## src/sv/wdtc_pkg.sv

```systemverilog
// shared types and constants for the wheel drive and tick counter
`default_nettype none

package wdtc_pkg;

    // command codes on the input tuser
    localparam logic [1:0] CMD_SET_SPEED = 2'd0;
    localparam logic [1:0] CMD_EDGE      = 2'd1;
    localparam logic [1:0] CMD_CLEAR     = 2'd2;

    // driver kinds
    localparam logic [1:0] KIND_ESC     = 2'd0;
    localparam logic [1:0] KIND_DRV8833 = 2'd1;
    localparam logic [1:0] KIND_TB6612  = 2'd2;

    // line modes
    localparam logic [1:0] MODE_LOW  = 2'd0;
    localparam logic [1:0] MODE_HIGH = 2'd1;
    localparam logic [1:0] MODE_PWM  = 2'd2;

    // register indexes (paddr[3:2])
    localparam logic [1:0] REG_DRIVER_KIND  = 2'd0;
    localparam logic [1:0] REG_REVERSE      = 2'd1;
    localparam logic [1:0] REG_HAS_DIR_LINE = 2'd2;

    localparam int ADDR_W    = 4;
    localparam int SPEED_W   = 16;
    localparam int CLAMP_W   = 9;
    localparam int PULSE_W   = 11;
    localparam int DUTY_W    = 8;
    localparam int TICK_W    = 32;
    localparam int MULT_W    = 18;

    localparam logic signed [SPEED_W-1:0] SPEED_MAX = 16'sd255;
    localparam logic signed [SPEED_W-1:0] SPEED_MIN = -16'sd255;

    localparam logic [PULSE_W-1:0] PULSE_MIN   = 11'd1000;
    localparam logic [PULSE_W-1:0] PULSE_MAX   = 11'd2000;
    localparam logic [PULSE_W-1:0] PULSE_RESET = 11'd1500;

    // (v * 1000) / 510 == (v * 100 * ceil(2^22 / 51)) >> 22 for v in 0..510
    localparam logic [32:0] ESC_MUL   = 33'd8224200;
    localparam int          ESC_SHIFT = 22;

    typedef struct packed {
        logic [1:0] driver_kind;
        logic       reverse;
        logic       has_direction_line;
    } cfg_t;

    // count direction update produced by a speed change
    typedef struct packed {
        logic set;
        logic down;
    } dir_upd_t;

endpackage

`default_nettype wire

```

## src/sv/wdtc_cfg.sv

```systemverilog
// apb configuration registers
`default_nettype none

module wdtc_cfg
    import wdtc_pkg::*;
(
    input  wire logic              aclk,
    input  wire logic              aresetn,
    input  wire logic              psel,
    input  wire logic              penable,
    input  wire logic              pwrite,
    input  wire logic [ADDR_W-1:0] paddr,
    input  wire logic [31:0]       pwdata,
    output logic      [31:0]       prdata,
    output cfg_t                   cfg
);

    cfg_t       cfg_reg;
    logic       wr_en;
    logic [1:0] reg_idx;

    assign reg_idx = paddr[3:2];
    assign wr_en   = psel && penable && pwrite;

    always_ff @(posedge aclk) begin
        if (!aresetn) begin
            cfg_reg <= '0;
        end else if (wr_en) begin
            unique case (reg_idx)
                REG_DRIVER_KIND:  cfg_reg.driver_kind        <= pwdata[1:0];
                REG_REVERSE:      cfg_reg.reverse            <= pwdata[0];
                REG_HAS_DIR_LINE: cfg_reg.has_direction_line <= pwdata[0];
                default: ;
            endcase
        end
    end

    always_comb begin
        unique case (reg_idx)
            REG_DRIVER_KIND:  prdata = {30'd0, cfg_reg.driver_kind};
            REG_REVERSE:      prdata = {31'd0, cfg_reg.reverse};
            REG_HAS_DIR_LINE: prdata = {31'd0, cfg_reg.has_direction_line};
            default:          prdata = '0;
        endcase
    end

    assign cfg = cfg_reg;

endmodule

`default_nettype wire

```

## src/sv/wdtc_drive.sv

```systemverilog
// speed command mapper holding the drive outputs
`default_nettype none

module wdtc_drive
    import wdtc_pkg::*;
(
    input  wire logic                      aclk,
    input  wire logic                      aresetn,
    input  wire cfg_t                      cfg,
    input  wire logic                      apply,
    input  wire logic signed [SPEED_W-1:0] speed,
    output dir_upd_t                       dir_upd,
    output logic        [PULSE_W-1:0]      pulse_us,
    output logic        [1:0]              a_mode,
    output logic        [1:0]              b_mode,
    output logic        [1:0]              sl_mode,
    output logic        [DUTY_W-1:0]       duty
);

    logic signed [CLAMP_W-1:0] last_speed_reg;
    logic        [PULSE_W-1:0] pulse_reg, pulse_next;
    logic        [1:0]         a_mode_reg, a_mode_next;
    logic        [1:0]         b_mode_reg, b_mode_next;
    logic        [1:0]         sl_mode_reg, sl_mode_next;
    logic        [DUTY_W-1:0]  duty_reg, duty_next;

    logic                      changed;
    logic signed [CLAMP_W-1:0] s;
    logic signed [CLAMP_W-1:0] d;
    logic        [DUTY_W-1:0]  mag;
    logic        [9:0]         esc_v;
    logic        [32:0]        esc_prod;
    logic        [9:0]         esc_step;

    // raw request is compared against the clamped stored speed
    assign changed = apply &&
                     (speed != {{(SPEED_W-CLAMP_W){last_speed_reg[CLAMP_W-1]}}, last_speed_reg});

    always_comb begin
        if (speed > SPEED_MAX) begin
            s = SPEED_MAX[CLAMP_W-1:0];
        end else if (speed < SPEED_MIN) begin
            s = SPEED_MIN[CLAMP_W-1:0];
        end else begin
            s = speed[CLAMP_W-1:0];
        end
    end

    assign d   = cfg.reverse ? -s : s;
    assign mag = d[CLAMP_W-1] ? DUTY_W'(-d) : DUTY_W'(d);

    // esc map uses the un-reversed speed
    assign esc_v    = 10'($signed({s[CLAMP_W-1], s}) + 10'sd255);
    assign esc_prod = 33'(esc_v) * ESC_MUL;
    assign esc_step = esc_prod[ESC_SHIFT+9:ESC_SHIFT];

    assign dir_upd.set  = changed && !cfg.has_direction_line && (s != '0);
    assign dir_upd.down = s[CLAMP_W-1];

    always_comb begin
        pulse_next   = pulse_reg;
        a_mode_next  = a_mode_reg;
        b_mode_next  = b_mode_reg;
        sl_mode_next = sl_mode_reg;
        duty_next    = duty_reg;
        unique case (cfg.driver_kind)
            KIND_ESC: begin
                pulse_next = cfg.reverse ? PULSE_MAX - PULSE_W'(esc_step)
                                         : PULSE_MIN + PULSE_W'(esc_step);
            end
            KIND_DRV8833: begin
                if (d == '0) begin
                    a_mode_next = MODE_HIGH;
                    b_mode_next = MODE_HIGH;
                end else begin
                    a_mode_next = d[CLAMP_W-1] ? MODE_PWM : MODE_HIGH;
                    b_mode_next = d[CLAMP_W-1] ? MODE_HIGH : MODE_PWM;
                    duty_next   = 8'd255 - mag;
                end
            end
            KIND_TB6612: begin
                if (d == '0) begin
                    a_mode_next  = MODE_HIGH;
                    b_mode_next  = MODE_HIGH;
                    sl_mode_next = MODE_HIGH;
                end else begin
                    a_mode_next  = d[CLAMP_W-1] ? MODE_LOW : MODE_HIGH;
                    b_mode_next  = d[CLAMP_W-1] ? MODE_HIGH : MODE_LOW;
                    sl_mode_next = MODE_PWM;
                    duty_next    = mag;
                end
            end
            default: ;
        endcase
    end

    always_ff @(posedge aclk) begin
        if (!aresetn) begin
            last_speed_reg <= '0;
            pulse_reg      <= PULSE_RESET;
            a_mode_reg     <= MODE_LOW;
            b_mode_reg     <= MODE_LOW;
            sl_mode_reg    <= MODE_LOW;
            duty_reg       <= '0;
        end else if (changed) begin
            last_speed_reg <= s;
            pulse_reg      <= pulse_next;
            a_mode_reg     <= a_mode_next;
            b_mode_reg     <= b_mode_next;
            sl_mode_reg    <= sl_mode_next;
            duty_reg       <= duty_next;
        end
    end

    assign pulse_us = pulse_reg;
    assign a_mode   = a_mode_reg;
    assign b_mode   = b_mode_reg;
    assign sl_mode  = sl_mode_reg;
    assign duty     = duty_reg;

endmodule

`default_nettype wire

```

## src/sv/wdtc_ticks.sv

```systemverilog
// encoder tick counter with low count and wrap multiple
`default_nettype none

module wdtc_ticks
    import wdtc_pkg::*;
#(
    parameter int COUNT_SPAN = 16384
) (
    input  wire logic              aclk,
    input  wire logic              aresetn,
    input  wire logic              has_direction_line,
    input  wire dir_upd_t          dir_upd,
    input  wire logic              edge_in,
    input  wire logic              clear,
    output logic      [TICK_W-1:0] tick_count
);

    localparam int LOW_W = $clog2(COUNT_SPAN + 1) + 1;
    localparam logic signed [LOW_W-1:0] SPAN_POS = LOW_W'(COUNT_SPAN);
    localparam logic signed [LOW_W-1:0] SPAN_NEG = -SPAN_POS;
    localparam logic [TICK_W-1:0] SPAN_T = TICK_W'(COUNT_SPAN);

    logic                    count_down_reg;
    logic signed [LOW_W-1:0] low_reg, low_next;
    logic        [MULT_W-1:0] mult_reg, mult_next;
    logic        [TICK_W-1:0] total_reg;
    logic signed [LOW_W-1:0] low_inc, low_dec;
    logic                    down;

    assign down    = !has_direction_line && count_down_reg;
    assign low_inc = low_reg + LOW_W'(1);
    assign low_dec = low_reg - LOW_W'(1);

    always_comb begin
        low_next  = low_reg;
        mult_next = mult_reg;
        if (clear) begin
            low_next  = '0;
            mult_next = '0;
        end else if (edge_in) begin
            if (down) begin
                if (low_dec <= SPAN_NEG) begin
                    low_next  = '0;
                    mult_next = mult_reg - MULT_W'(1);
                end else begin
                    low_next = low_dec;
                end
            end else begin
                if (low_inc >= SPAN_POS) begin
                    low_next  = '0;
                    mult_next = mult_reg + MULT_W'(1);
                end else begin
                    low_next = low_inc;
                end
            end
        end
    end

    always_ff @(posedge aclk) begin
        if (!aresetn) begin
            count_down_reg <= 1'b0;
            low_reg        <= '0;
            mult_reg       <= '0;
            total_reg      <= '0;
        end else begin
            if (dir_upd.set) begin
                count_down_reg <= dir_upd.down;
            end
            low_reg   <= low_next;
            mult_reg  <= mult_next;
            // total = multiple * span + low, modulo 2^32
            total_reg <= {{(TICK_W-MULT_W){mult_next[MULT_W-1]}}, mult_next} * SPAN_T
                         + {{(TICK_W-LOW_W){low_next[LOW_W-1]}}, low_next};
        end
    end

    assign tick_count = total_reg;

endmodule

`default_nettype wire

```

## src/sv/wheel_drive_and_tick_counter.sv

```systemverilog
// wheel drive command mapper and encoder tick counter, top level
//
// input stream (s_*): one beat per command; s_tuser carries the command
// (set speed, encoder edge, clear tick count), s_tdata the signed speed.
// result stream (m_*): exactly one beat per input beat, in order, showing the
// held drive outputs and the tick total after that command.
// apb port: driver kind, reverse and has-direction-line registers at byte
// addresses 0, 4 and 8; write only while no command is in flight.
// an accepted beat waits in the input register and is presented on m_* once
// it advances. throughput: one beat per cycle while m_tready is high; each
// command passes the input register and then updates the drive and counter
// state, which doubles as the result register.
// stall: while m_tready is low the result holds and one more beat can wait in
// the input register; s_tready drops only when both are full.
// reset (aresetn low, synchronous): both stages empty, pulse 1500 us, all
// lines low, duty and tick total zero, counting up, registers zero.
`default_nettype none

module wheel_drive_and_tick_counter
    import wdtc_pkg::*;
#(
    parameter int COUNT_SPAN = 16384
) (
    input  wire logic              aclk,
    input  wire logic              aresetn,
    input  wire logic              s_tvalid,
    output logic                   s_tready,
    input  wire logic [15:0]       s_tdata,   // [15:0] speed
    input  wire logic [1:0]        s_tuser,   // [1:0] cmd
    output logic                   m_tvalid,
    input  wire logic              m_tready,
    // [10:0] esc_pulse_us, [12:11] line_a_mode, [14:13] line_b_mode,
    // [16:15] speed_line_mode, [24:17] duty, [56:25] tick_count, [63:57] zero
    output logic      [63:0]       m_tdata,
    input  wire logic              psel,
    input  wire logic              penable,
    input  wire logic              pwrite,
    input  wire logic [ADDR_W-1:0] paddr,
    input  wire logic [31:0]       pwdata,
    output logic      [31:0]       prdata,
    output logic                   pready
);

    cfg_t        cfg;
    dir_upd_t    dir_upd;
    logic        in_valid_reg;
    logic [1:0]  cmd_reg;
    logic [15:0] speed_reg;
    logic        out_valid_reg;
    logic        advance;

    logic [PULSE_W-1:0] pulse_us;
    logic [1:0]         a_mode, b_mode, sl_mode;
    logic [DUTY_W-1:0]  duty;
    logic [TICK_W-1:0]  tick_count;

    assign pready   = 1'b1;
    assign advance  = in_valid_reg && (!out_valid_reg || m_tready);
    assign s_tready = !in_valid_reg || advance;

    always_ff @(posedge aclk) begin
        if (!aresetn) begin
            in_valid_reg  <= 1'b0;
            out_valid_reg <= 1'b0;
        end else begin
            if (s_tready) begin
                in_valid_reg <= s_tvalid;
            end
            if (advance) begin
                out_valid_reg <= 1'b1;
            end else if (m_tready) begin
                out_valid_reg <= 1'b0;
            end
        end
    end

    always_ff @(posedge aclk) begin
        if (s_tready && s_tvalid) begin
            cmd_reg   <= s_tuser;
            speed_reg <= s_tdata;
        end
    end

    wdtc_cfg u_cfg (
        .aclk    (aclk),
        .aresetn (aresetn),
        .psel    (psel),
        .penable (penable),
        .pwrite  (pwrite),
        .paddr   (paddr),
        .pwdata  (pwdata),
        .prdata  (prdata),
        .cfg     (cfg)
    );

    wdtc_drive u_drive (
        .aclk     (aclk),
        .aresetn  (aresetn),
        .cfg      (cfg),
        .apply    (advance && (cmd_reg == CMD_SET_SPEED)),
        .speed    ($signed(speed_reg)),
        .dir_upd  (dir_upd),
        .pulse_us (pulse_us),
        .a_mode   (a_mode),
        .b_mode   (b_mode),
        .sl_mode  (sl_mode),
        .duty     (duty)
    );

    wdtc_ticks #(
        .COUNT_SPAN (COUNT_SPAN)
    ) u_ticks (
        .aclk               (aclk),
        .aresetn            (aresetn),
        .has_direction_line (cfg.has_direction_line),
        .dir_upd            (dir_upd),
        .edge_in            (advance && (cmd_reg == CMD_EDGE)),
        .clear              (advance && (cmd_reg == CMD_CLEAR)),
        .tick_count         (tick_count)
    );

    // the held state only moves on advance, so it is the result register
    assign m_tvalid = out_valid_reg;
    assign m_tdata  = {7'd0, tick_count, duty, sl_mode, b_mode, a_mode, pulse_us};

endmodule

`default_nettype wire

```

## config.mk

```make
export PLATFORM = sky130hd
export DESIGN_NAME = wheel_drive_and_tick_counter
export DESIGN_NICKNAME = d
export VERILOG_FILES = /design/src/sv/wdtc_pkg.sv /design/src/sv/wdtc_cfg.sv /design/src/sv/wdtc_drive.sv /design/src/sv/wdtc_ticks.sv /design/src/sv/wheel_drive_and_tick_counter.sv
export SDC_FILE = /design/constraint.sdc
export NUM_CORES = 1
export LEC_CHECK = 0
export BUFFER_PORTS_ARGS = -buffer_cell sky130_fd_sc_hd__buf_2
export CAP_MARGIN = 15
export CORE_ASPECT_RATIO = 1.75
export CORE_MARGIN = 10
export CORE_UTILIZATION = 30
export CTS_BUF_LIST = sky130_fd_sc_hd__clkbuf_8
export CTS_CLUSTER_DIAMETER = 80
export DETAILED_ROUTE_END_ITERATION = 7
export MAX_ROUTING_LAYER = met4
export PLACE_DENSITY = 0.51
export SYNTH_ARGS = -nofsm -noshare
export SYNTH_HDL_FRONTEND = slang
export SYNTH_SLANG_ARGS = --single-unit
```

## constraint.sdc

```tcl
create_clock -name aclk -period 23.4 [get_ports aclk]
set_input_delay 2.34 -clock aclk [delete_from_list [all_inputs] [get_ports aclk]]
set_output_delay 2.34 -clock aclk [all_outputs]
set_load 0.005 [all_outputs]
```

==> results.md <==
- Layout area overhead: 8.54%
- CTS Root Cell: clkbuf_8
- GR Overflow Total: 0
- Setup TNS: 0 ns
- Crit path depth: 33
- Clk_skew: 0.0135 ns
- Hold Path Stages: 2
- Post-route ant nets: 0
- Io pins: 160
- Synthesized area per cell: 8.51 µm²
- Placed Instances: 1,806
- Maximum VDD drop: 0.107 mV
- Yosys cell types: 91
- Worst slew pin tran: 0.920 ns
- Period Utilization, post-route: 42.0%
- Met1 WL: 11,600 µm
- Post-synth EDFFs: 18
- Share of layout cells above drive strength 1: 11.7%
- Power density over cell area: 145 nW/µm²
- CP delay by family, top: adder cells
- FMAX: 102 MHz
- Post-Syn Instances: 1,289
- Seq cells post-synth: 111
- Worst Path Max Fanout: 16
- Maxcap violations: 0
- CTS buffer count: 9
- Crit path from: speed_reg[5]
- Asr flop ratio synth: 0%
- Die area: 44,900 µm²
- Dominant synthesized flop cell: dfxtp_1
- DR vias/cell: 4.99
- # rows: 92
- Worst endpoint required time: 23.75 ns
- Slowest-stage cell, CP: fa_1
- Clock sinks: 111
- Detailed Place HPWL: 25,800 µm
- CP dominant cell by count: fa_1
- Startpoint types: register
- Reg-to-Reg Start: speed_reg[5]
- Hold_sp: u_drive.pulse_us[0]
- Seq/Total Area, Yosys: 21.9%
- Largest net degree at the start of global routing: 51
- TritonCTS clock tree: built
- Critical R2R Capture: u_drive.pulse_us[7]
- Clock transition at the registers of the reported paths: 0.13 ns
- Post-CTS Resized: 0
- Yosys warning count: 0
- Total Wirelength: 31,700 µm
- Final slew viol count: 0
- Die Y: 273 µm
- RSZ-0062 raised after global routing: false
- Initial antenna violation count: 1
- Metal2 WL: 17,900 µm
- Slew headroom: 38.7%
- Minimum clock period: 9.83 ns
- Critical Path Max Stage Delay: 0.75 ns
- CTS HTree Levels: 3
- Min-Delay Path Class: reg2reg
- Crit. End Element: register
- CTS Hold Bufs: 0
- Port Buffers: 89
- Hold Path Sink: u_drive.pulse_us[0]
- Die X: 165 µm
- WL per Instance: 17.4 µm
- Status: completed
- Final #Nets: 1,584
- Iter 0 DRT Violations: 322
- Final Hold Fails: 0
- Leak: 5.40 nW
- Initial Util: 30.4%
- Mapped cell area: 11,000 µm²
- Max layer used: met4
- Reg-to-reg setup timing slack: 13.57 ns
- Gr usage total: 14.6%
- DR vias: 9,088
- # Post-CTS Setup Buffers: 0
- Routed length on met3: 976 µm
- Global-route wire length before repair: 50,200 µm
- Clock Tree Buf Depth: 2
- Buf/Inv on CP: 4
- Core Box Area: 36,100 µm²
- Number of global-route vias before repair: 9,238
- Max FFs per register: 32
- 1st-pass router iterations: 4
- Finish-stage setup viols: 0
- Critical Path AT: 10.18 ns
- Path depth of the worst reg2reg path: 33
- Filler Cells Inserted: 3,901
- Worst skew pair latency: 0.44 ns
- CP Class: reg2reg
- Final Non-Filler Cells: 1,823
- Final Wtd Congestion: 0.889
- Residual DRC count: 0
## placed cells by master, fill, tap and decap left out, types with 14 or more instances in the layout
cell and instances:
ha_1 102, xnor2_1 39, and3_1 17, inv_1 125, nor3_1 36, buf_4 14
nand2_1 74, mux2i_1 15, a31oi_1 16, dfxtp_1 93, xor2_1 31, o21ai_0 54
a21o_1 19, conb_1 44, edfxtp_1 18, and2_1 16, buf_2 89, fa_1 74
a21oi_1 81, nand3_1 24, nor2_1 133, or3_1 20, nand4_1 17
## worst min-delay path, stage by stage, from the launching register on
cell	delay, ns
dfxtp_1	0.34
nand2_1	0.05
a21oi_1	0.05
## report_power, final
part | internal [mW] | switching, mW
logic | 0.551 | 0.838
clock network | 0.0444 | 0.0885
registers | 0.201 | 0.00532
total | 0.796 | 0.932
## layer usage
layer | GRT usage (%) | vias to the layer above
li1 | - | 4493
met4 | 6.62 | 0
met5 | - | -
met3 | 1.43 | 45
met1 | 14.2 | 4405
met2 | 27.9 | 145
## per-stage QoR
step | utilization [%] | total power, mW | hold slack (ns) | area (µm²) | setup WS, ns
2_1_floorplan | - | 1.27 | 0.453 | 11100 | 13.64
3_3_place_gp | 32.3 | 1.57 | 0.453 | 11700 | 13.73
3_5_place_dp | 32.3 | 1.59 | 0.458 | 11700 | 13.65
4_1_cts | 33.0 | 1.74 | 0.477 | 11900 | 13.62
5_1_grt | 33.0 | 1.91 | 0.519 | 11900 | 12.80
6_report | 33.0 | 1.73 | 0.473 | 11900 | 13.57
## cell families after synthesis
kind of cell / after synthesis / share of synthesized area, %
AOI/OAI and AO/OA: 267 / 16.2
xor gates and xnor gates: 70 / 5.59
adders and majority gates: 176 / 25.1
buffers and inverters: 224 / 9.68
DFF: 111 / 21.9
muxes: 18 / 1.71
other: 2 / 0.0684
and+or+nand+nor: 421 / 19.8
## synth_stat cells, drive strengths merged, types with 6 or more instances
cell type / count / area (µm²)
nor3: 37 / 185
or3: 21 / 136
o21ai: 60 / 304
nand4: 17 / 106
and2: 18 / 115
o31ai: 6 / 72.6
inv: 126 / 473
nand3b: 6 / 45.0
clkbuf: 38 / 143
xor2: 31 / 272
nor2b: 11 / 68.8
nor4: 14 / 121
or2: 6 / 37.5
ha: 102 / 1280
nand3: 25 / 130
a211oi: 11 / 82.6
nand2: 74 / 278
dfxtp: 93 / 1860
a31oi: 16 / 100
and3: 17 / 106
nor2: 135 / 512
mux2i: 15 / 150
xnor2: 39 / 342
a21o: 19 / 143
o21a: 8 / 60.1
a221oi: 6 / 76.3
edfxtp: 18 / 541
nor3b: 8 / 65.1
fa: 74 / 1480
buf: 60 / 447
nand2b: 8 / 50.1
or4: 11 / 97.6
a21oi: 83 / 423
## area by class of cell
cell class                      instances  area (µm²)  area share, %
Multi-Input combinational cell        996        7680           64.4
Sequential cell                       111        2400           20.2
Tap cell                              470         588           4.94
Timing Repair Buffer                  103         551           4.62
Inverter                              126         473           3.97
Clock buffer                            9         124           1.04
Clock inverter                          7        95.1          0.798
Antenna cell                            1        2.50         0.0210
## worst max path at each step
stage	endpoint	slack, ns
floorplan	u_drive.pulse_us[7]	13.64
global placement	u_drive.pulse_us[7]	13.73
detailed placement	u_drive.pulse_us[7]	13.65
CTS	u_drive.pulse_us[7]	13.62
global route	u_drive.pulse_us[9]	12.80
finish	u_drive.pulse_us[7]	13.57
No activity file was read; power rests on OpenSTA's default activity.
